$ cat src/rtl/core/sfcrc_pkg.sv
package sfcrc_pkg;

  localparam int unsigned FrameChannels  = 4;
  localparam int unsigned FrameDataBytes = 2 * FrameChannels;
  localparam int unsigned FrameBytes     = FrameDataBytes + 2;
  localparam int unsigned FrameIdxW      = $clog2(FrameBytes);
  localparam int unsigned ByteW          = 8;
  localparam int unsigned CrcW           = 16;

  localparam logic [CrcW-1:0] CrcInit = 16'hFFFF;
  localparam logic [CrcW-1:0] CrcPoly = 16'hA001;

  localparam logic [FrameIdxW-1:0] LastIdx = FrameIdxW'(FrameBytes - 1);

  typedef struct packed {
    logic signed [15:0] channel0;
    logic signed [15:0] channel1;
    logic signed [15:0] channel2;
    logic signed [15:0] channel3;
  } in_word_t;

  typedef struct packed {
    logic [ByteW-1:0] frame_byte;
    logic             last_byte;
  } out_word_t;

  typedef logic [FrameDataBytes-1:0][ByteW-1:0] data_bytes_t;

  // one slot of the crc pipeline
  typedef struct packed {
    logic             valid;
    data_bytes_t      data;
    logic [CrcW-1:0]  crc;
  } crc_slot_t;

endpackage

$ cat src/rtl/core/sfcrc_stage.sv
module sfcrc_stage (
  input  logic                    clk_i,
  input  logic                    rst_ni,
  input  sfcrc_pkg::crc_slot_t    slot_i,
  input  logic [sfcrc_pkg::ByteW-1:0] byte_i,
  output sfcrc_pkg::crc_slot_t    slot_o
);

  // one byte of crc-16, lsb first, eight shift steps
  function automatic logic [sfcrc_pkg::CrcW-1:0] crc_byte(
    input logic [sfcrc_pkg::CrcW-1:0]  crc_in,
    input logic [sfcrc_pkg::ByteW-1:0] b
  );
    logic [sfcrc_pkg::CrcW-1:0] c;
    c = crc_in ^ {{(sfcrc_pkg::CrcW - sfcrc_pkg::ByteW){1'b0}}, b};
    for (int k = 0; k < sfcrc_pkg::ByteW; k++) begin
      if (c[0]) begin
        c = (c >> 1) ^ sfcrc_pkg::CrcPoly;
      end else begin
        c = c >> 1;
      end
    end
    return c;
  endfunction

  logic                       valid_q;
  sfcrc_pkg::data_bytes_t     data_q;
  logic [sfcrc_pkg::CrcW-1:0] crc_q, crc_d;

  assign crc_d = crc_byte(slot_i.crc, byte_i);

  always_ff @(posedge clk_i or negedge rst_ni) begin
    if (!rst_ni) begin
      valid_q <= 1'b0;
    end else begin
      valid_q <= slot_i.valid;
    end
  end

  always_ff @(posedge clk_i) begin
    if (slot_i.valid) begin
      data_q <= slot_i.data;
      crc_q  <= crc_d;
    end
  end

  assign slot_o.valid = valid_q;
  assign slot_o.data  = data_q;
  assign slot_o.crc   = crc_q;

endmodule

$ cat src/rtl/core/sfcrc_serializer.sv
module sfcrc_serializer (
  input  logic                      clk_i,
  input  logic                      rst_ni,
  input  sfcrc_pkg::crc_slot_t      slot_i,
  output logic                      result_valid_o,
  output sfcrc_pkg::out_word_t      result_o
);

  logic [sfcrc_pkg::FrameBytes-1:0][sfcrc_pkg::ByteW-1:0] frame_q;
  logic [sfcrc_pkg::FrameIdxW-1:0] idx_q, idx_d;
  logic                            active_q, active_d;
  logic                            valid_q, valid_d;
  sfcrc_pkg::out_word_t            word_q, word_d;

  always_comb begin
    idx_d    = idx_q;
    active_d = active_q;
    valid_d  = 1'b0;
    word_d   = word_q;
    if (active_q) begin
      valid_d           = 1'b1;
      word_d.frame_byte = frame_q[idx_q];
      word_d.last_byte  = (idx_q == sfcrc_pkg::LastIdx);
      idx_d             = idx_q + 1'b1;
      if (idx_q == sfcrc_pkg::LastIdx) begin
        active_d = 1'b0;
      end
    end
    // a new frame may land on the cycle the previous one sends its last byte
    if (slot_i.valid) begin
      idx_d    = '0;
      active_d = 1'b1;
    end
  end

  always_ff @(posedge clk_i or negedge rst_ni) begin
    if (!rst_ni) begin
      idx_q    <= '0;
      active_q <= 1'b0;
      valid_q  <= 1'b0;
    end else begin
      idx_q    <= idx_d;
      active_q <= active_d;
      valid_q  <= valid_d;
    end
  end

  always_ff @(posedge clk_i) begin
    word_q <= word_d;
    if (slot_i.valid) begin
      frame_q <= {slot_i.crc, slot_i.data};
    end
  end

  assign result_valid_o = valid_q;
  assign result_o       = word_q;

endmodule

$ cat src/rtl/core/scope_frame_crc16_encoder.sv
// scope frame encoder with crc-16/modbus trailer
//
// input channel: a word of four signed 16-bit channels is taken at a rising
// edge where start_i is high and busy_o is low
// output channel: ten bytes per input word, one per cycle, each shown for one
// cycle with result_valid_o high; channel0..channel3 low byte then high byte,
// then crc low and crc high, last_byte set on the crc high byte
// the first byte leaves the serializer's output register once the word has
// passed the last crc stage; busy_o rises after an accept and stays up until
// the spacing counter runs out, so the serializer, driving one byte per cycle,
// never sees frames overlap; the crc runs through an 8-stage pipeline, one data
// byte per stage, and bytes leave back to back, with no gap at full rate
// reset: clears all valid bits, the busy counter and the serializer; no word
// is in flight after reset
// the receiver cannot stall, so the result strobe is never held off
module scope_frame_crc16_encoder (
  input  logic                  clk_i,
  input  logic                  rst_ni,
  input  logic                  start_i,
  output logic                  busy_o,
  input  sfcrc_pkg::in_word_t   word_i,
  output logic                  result_valid_o,
  output sfcrc_pkg::out_word_t  result_o
);

  localparam int unsigned GapW = sfcrc_pkg::FrameIdxW;
  localparam logic [GapW-1:0] GapLoad = GapW'(sfcrc_pkg::FrameBytes - 1);

  logic            accept;
  logic [GapW-1:0] gap_q, gap_d;

  // pipeline slots: slot[0] is the entry, slot[k+1] leaves stage k
  sfcrc_pkg::crc_slot_t                         slot [sfcrc_pkg::FrameDataBytes+1];
  sfcrc_pkg::data_bytes_t                       in_bytes;
  logic [sfcrc_pkg::FrameDataBytes-1:0]         stage_valid;

  assign accept = start_i && !busy_o;

  // spacing counter holds busy_o high after each accept so frames never overlap
  always_comb begin
    gap_d = gap_q;
    if (accept) begin
      gap_d = GapLoad;
    end else if (gap_q != '0) begin
      gap_d = gap_q - 1'b1;
    end
  end

  always_ff @(posedge clk_i or negedge rst_ni) begin
    if (!rst_ni) begin
      gap_q <= '0;
    end else begin
      gap_q <= gap_d;
    end
  end

  assign busy_o = (gap_q != '0);

  // frame data order: each channel low byte then high byte
  assign in_bytes[0] = word_i.channel0[7:0];
  assign in_bytes[1] = word_i.channel0[15:8];
  assign in_bytes[2] = word_i.channel1[7:0];
  assign in_bytes[3] = word_i.channel1[15:8];
  assign in_bytes[4] = word_i.channel2[7:0];
  assign in_bytes[5] = word_i.channel2[15:8];
  assign in_bytes[6] = word_i.channel3[7:0];
  assign in_bytes[7] = word_i.channel3[15:8];

  assign slot[0].valid = accept;
  assign slot[0].data  = in_bytes;
  assign slot[0].crc   = sfcrc_pkg::CrcInit;

  // stage k folds data byte k into the running crc
  for (genvar k = 0; k < sfcrc_pkg::FrameDataBytes; k++) begin : g_stage
    sfcrc_stage u_stage (
      .clk_i  (clk_i),
      .rst_ni (rst_ni),
      .slot_i (slot[k]),
      .byte_i (slot[k].data[k]),
      .slot_o (slot[k+1])
    );
    assign stage_valid[k] = slot[k+1].valid;
  end

  // ten-byte frame out, one byte per cycle
  sfcrc_serializer u_serializer (
    .clk_i          (clk_i),
    .rst_ni         (rst_ni),
    .slot_i         (slot[sfcrc_pkg::FrameDataBytes]),
    .result_valid_o (result_valid_o),
    .result_o       (result_o)
  );

  // words are spaced apart, so at most one is in the crc pipeline
  a_pipe_single : assert property (@(posedge clk_i) disable iff (!rst_ni)
    $onehot0(stage_valid))
    else $error("more than one word in crc pipeline");

  a_busy_after_accept : assert property (@(posedge clk_i) disable iff (!rst_ni)
    accept |=> busy_o)
    else $error("busy not raised after accept");

  a_first_byte : assert property (@(posedge clk_i) disable iff (!rst_ni)
    accept |-> ##10 (result_valid_o && !result_o.last_byte))
    else $error("first frame byte missing");

  a_last_byte : assert property (@(posedge clk_i) disable iff (!rst_ni)
    accept |-> ##19 (result_valid_o && result_o.last_byte))
    else $error("last frame byte missing");

endmodule
$ cat config.mk
export PLATFORM = sky130hd
export DESIGN_NAME = scope_frame_crc16_encoder
export DESIGN_NICKNAME = d
export VERILOG_FILES = /design/src/rtl/core/sfcrc_pkg.sv /design/src/rtl/core/sfcrc_stage.sv /design/src/rtl/core/sfcrc_serializer.sv /design/src/rtl/core/scope_frame_crc16_encoder.sv
export SDC_FILE = /design/constraint.sdc
export NUM_CORES = 1
export LEC_CHECK = 0
export BUFFER_PORTS_ARGS = -buffer_cell sky130_fd_sc_hd__buf_2
export CORE_UTILIZATION = 25
export CTS_BUF_LIST = sky130_fd_sc_hd__clkbuf_16
export CTS_CLUSTER_SIZE = 24
export DETAILED_ROUTE_END_ITERATION = 6
export PLACE_DENSITY_LB_ADDON = 0.15
export SYNTH_ARGS = -nofsm -noshare
export SYNTH_HDL_FRONTEND = slang
export SYNTH_SLANG_ARGS = --single-unit
$ cat constraint.sdc
create_clock -name clk_i -period 4.2 [get_ports clk_i]
set_input_delay 0.42 -clock clk_i [delete_from_list [all_inputs] [get_ports clk_i]]
set_output_delay 0.42 -clock clk_i [all_outputs]
set_load 0.05 [all_outputs]
Word-level counts from Yosys, hierarchy flattened:

Index checks and enable logic that the tools add are counted.

* muxes and demuxes: 74
* add/sub/neg operators: 2
* $mul: 0
* bitwise operators: 72
* shifts and indexed selects: 0
* equal/unequal tests: 1
* magnitude comparators: 1
* reduce and logical (&&, ||, !) cells: 5
* divide/modulo/power cells: 0

Operator list (count)
* $mux W16: 56
* $not A2 Y3: 64
* $mux W14: 8
* $xor A16 B8 Y16: 7
* $bmux W8 S4: 1
* $mux W4: 4
* $not A8 Y16: 1
* $mux W8: 1
* $lt A4 B5 Y1 const B: 1
* $add A4 B1 Y4 const B: 1
* $eq A4 B4 Y1 const B: 1
* $mux W1: 4
* $reduce_bool A2 Y1: 2
* $reduce_bool A4 Y1: 1
* $sub A4 B1 Y4 const B: 1
* $logic_and A1 B1 Y1: 1
* $logic_not A1 Y1: 1

* memories kept: 0
* output and inout bits: 11
* ROM bits: 0
* latch bits: 0
* bits in registers: 747
* RAM bits: 0

Depth between registers and ports, before layout:

* word-level depth: 17
* depth in mapped cells: 7
* mapped depth without buffers: 6

By module:

A second synthesis with hierarchy kept.

* cells, all modules: 1026
* area, all modules: 25025.3 um2

By module, submodules not included
* sfcrc_stage: times used 8, cells an instance 103, area each 2648.8 um2, seq. area each 2427.3 um2
* sfcrc_serializer: times used 1, cells an instance 180, area each 3622.2 um2, seq. area each 2822.7 um2
* scope_frame_crc16_encoder: times used 1, cells an instance 22, area each 212.7 um2, seq. area each 100.1 um2

Worst setup path before layout:

Ideal clock, no wire load.

* kind: register -> register
* from: register gap_q[0]
* to: register g_stage[0].u_stage.crc_q[0] (netlist bit) (enable)
* clock period less this slack: 2.900 ns
* path slack: 1.300 ns
* data arrival time: 2.459 ns
* data required time: 3.759 ns
* library setup time: 0.441 ns
* buffers on the path: 0
* cell stages (with the launch flop): 4
* cell sequence: dfrtp_1 inv_1 ha_1 and3_1

* word-level cells in the longest chain between the ends: 3

Ends and longest elaborated chain
* start, declared: RTL line scope_frame_crc16_encoder.sv:30 `logic [GapW-1:0] gap_q, gap_d;`
* start signal, assigned: RTL line scope_frame_crc16_encoder.sv:53 `gap_q <= gap_d;`
* $reduce_bool A4 Y1: RTL line scope_frame_crc16_encoder.sv:57 `assign busy_o = (gap_q != '0);`
* $logic_not A1 Y1: RTL line scope_frame_crc16_encoder.sv:37 `assign accept = start_i && !busy_o;`
* $logic_and A1 B1 Y1: RTL line scope_frame_crc16_encoder.sv:37
* named net accept: RTL line scope_frame_crc16_encoder.sv:29 `logic accept;`
* end signal, assigned: RTL line sfcrc_stage.sv:43 `crc_q <= crc_d;`
* end, declared: RTL line sfcrc_stage.sv:28 `logic [sfcrc_pkg::CrcW-1:0] crc_q, crc_d;`

The timed path passes the listed nets, and every way through them passes these cells.
A chain may end at the register's enable or synchronous reset.

Final worst setup path:

* from: register gap_q[0]
* to: output port busy_o

* word-level cells in the longest chain between the ends: 1

Ends and longest elaborated chain
* $reduce_bool A4 Y1: RTL line scope_frame_crc16_encoder.sv:57
* end, declared: RTL line scope_frame_crc16_encoder.sv:20 `output logic busy_o,`

Every way passes these cells.

==> impl_results.md <==
* CTS H-tree lvls at 3
* Util after Layout at 30.5%
* Initial antenna violation count at 0
* Via density at 3.56
* CP Launch Type: flip-flop
* Drt wl/cell at 16.6 µm
* Tcrit/Tclk final at 55.4%
* Slew at the pin closest to its max-slew limit at 1110 ps
* Initial DRC Count at 489
* YS warnings at 0
* Synth unique cells at 31
* GRT overflow at 0
* Core outline area at 98,100 µm²
* Die Area at 100,000 µm²
* Final ANT Viol Nets at 0
* I/O pin count at 78
* Area leader, netlist: edfxtp_1
* Final Routed Wirelength at 42.6 mm
* Final setup TNS at 0 ps
* Vias at 9,120
* PortBufs at 77
* Maximum number of pins on one net before global-route repair at 76
* Post-synthesis sequential area ratio at 89.6%
* Total design power at 18,800 µW
* FP Rows at 115
* P&R area growth vs syn at 21.2%
* Most frequent cells in the layout: edfxtp_1 (723), clkbuf_16 (81), xnor2_1 (80)
* Syn Area/Cell at 25.1 µm²
* Clock transition at path regs at 60 ps
* Die X at 317 µm
* Placed Instance Area at 26,800 µm²
* Most common library cell in the layout ignoring fill and taps: edfxtp_1
* RSZ-0062 raised after global routing: no
* Pwr dens at 628 nW/µm²
* Crit Path Class: flip-flop to output pin
* All-Layer GR Usage at 8.75%
* Worst-Skew Late Latency at 610 ps
* Num CTS Buffers at 79
* Rel. slew slack at 26.3%
* CP arrival at 1910 ps
* Final Hold Viols at 0
* Fin Clk Skew at 23.8 ps
* Pins Over Slew Limit at 0
* Status: finished clean
* Max Fanout on Critical Path at 5
* Post-Syn Area at 24,700 µm²
* Initial core utilization at 25.2%
* Area fraction of the dominant cell type after synthesis at 87.8%
* Remaining DRCs at 0
* Non-filler cells in the finished layout at 2,561
* Dominant cells by area after synthesis: edfxtp_1 (88%), xnor2_1 (2.8%), dfrtp_1 (1.8%)
* R2r setup slk at 1920 ps
* CTS tree: built
* Die Ht at 317 µm
* Finished Cell Area at 30,000 µm²
* Required @ worst endpoint at 3780 ps
* CTS Sinks at 741
* Final min period at 2330 ps
* Max-Cap Viols at 0
* Global-route wire length before repair at 64.5 mm
* Worst Hold Class: input pin to flip-flop
* Syn Nets at 1,056
* CTS root buffer: clkbuf_16
* FMAX at 430 MHz
* VDD IR max at 0.000259 V
* Seq cells post-synth at 741
* Post-CTS Resized at 0
* Placed insts at 2,357
* Final setup vio count at 0
* Ant diodes at 0
* Clock Path Buffers at 3
* DP Wirelength at 28.3 mm
* RD Place Congestion at 0.722
* CP endpoint kind: output pin
* Number of global-route vias before repair at 10,100
* Final #Nets at 1,282
* Layout cells sized above 1 at 19.2%
* Syn Inst Count at 985
* DRT Pass-1 Iters at 4
* P_leak at 0.00980 µW
kinds of logic (layout without fill, tap and decap cells):
group,Yosys count,count (layout),share of synthesized area (%)
XOR/XNOR,157,157,7.16
flip-flops,741,741,89.6
AO/OA/AOI/OAI,22,22,0.557
multiplexers,25,25,1.83
buffers and inverters,18,307,0.293
adder cells (fa/ha/maj),4,4,0.202
AND/OR/NAND/NOR,18,18,0.349
power by group:
| group | total (µW) | internal [µW] | switching (µW) |
|---|---|---|---|
| sequential | 9970 | 9370 | 607 |
| combinational | 2090 | 967 | 1120 |
| clock | 6770 | 4040 | 2730 |
| total | 18800 | 14400 | 4460 |
state kept, by name, summed over array words and instances (netlist names):
| register | count |
|---|---|
| g_stage.u_stage.valid_q | 8 |
| u_serializer.frame_q | 80 |
| u_serializer.idx_q | 4 |
| u_serializer.result_o | 9 |
| gap_q | 4 |
| g_stage.u_stage.slot_o | 512 |
| g_stage.u_stage.crc_q | 122 |
| u_serializer.active_q | 1 |
| u_serializer.result_valid_o | 1 |
final cells by class:
| class | count | area (µm²) |
|---|---|---|
| timing repair buffer | 151 | 1100 |
| multi-input combinational | 226 | 2500 |
| sequential | 741 | 22200 |
| inverter | 12 | 45.0 |
| tap | 1287 | 1610 |
| clock inverter | 63 | 512 |
| fill | 9466 | 68200 |
| clock buffer | 81 | 2030 |
path summary, 6_finish.rpt:
| path | from | end | cells past startpoint |
|---|---|---|---|
| max | gap_q[0] | busy_o | 5 |
| min | word_i[51] | g_stage[0].u_stage.slot_o[19] | 1 |
| max reg2reg | u_serializer.idx_q[0] | u_serializer.result_o[6] | 3 |
| min reg2reg | g_stage[4].u_stage.slot_o[76] | g_stage[5].u_stage.slot_o[76] | 0 |
| max in group asynchronous | rst_ni | g_stage[2].u_stage.valid_q | 2 |
| min in group asynchronous | rst_ni | gap_q[0] | 2 |
metrics by stage:
step,setup WS [ps],hold WS [ps]
2_1_floorplan,1300,124
5_1_grt,1670,15.5
6_report,1870,53.7
3_3_place_gp,1840,403
4_1_cts,1800,1.34
3_5_place_dp,1830,405
synthesized netlist by cell type:
library cell / instances
a21oi_1: 2
a22oi_1: 8
and2_1: 1
and3_1: 1
buf_2: 4
clkbuf_1: 2
dfrtp_1: 18
edfxtp_1: 723
ha_1: 4
inv_1: 12
mux2_2: 1
mux2i_1: 8
mux4_2: 16
nand2_1: 2
nand3b_1: 1
nand4_1: 1
nor2_1: 8
nor2b_1: 1
nor3_1: 2
o21ai_0: 9
o21bai_1: 1
o31ai_1: 2
or3_1: 1
xnor2_1: 80
xnor2_2: 8
xnor3_1: 14
xnor3_2: 6
xor2_1: 44
xor2_2: 3
xor3_1: 1
xor3_2: 1
layer usage:
metal | routed length [µm] | vias up | track usage, %
met4 | 1470 | 0 | 4.35
li1 | - | 4339 | -
met2 | 20800 | 154 | 14.5
met5 | 0 | - | 0
met1 | 18700 | 4549 | 10.8
met3 | 1720 | 78 | 1.88
worst max-delay path: stages, from the launching register on:
cell and delay [ps]:
dfrtp_1 410, inv_1 80, ha_1 240, and2_1 180, inv_1 110, buf_2 280
repair_timing:
action / 4_1_cts / 5_1_grt
hold buffers: 60 / 0
buffers inserted: 0 / 0
hold endpoints to repair: 77 / 0
No activity file was read; power rests on OpenSTA's default activity.
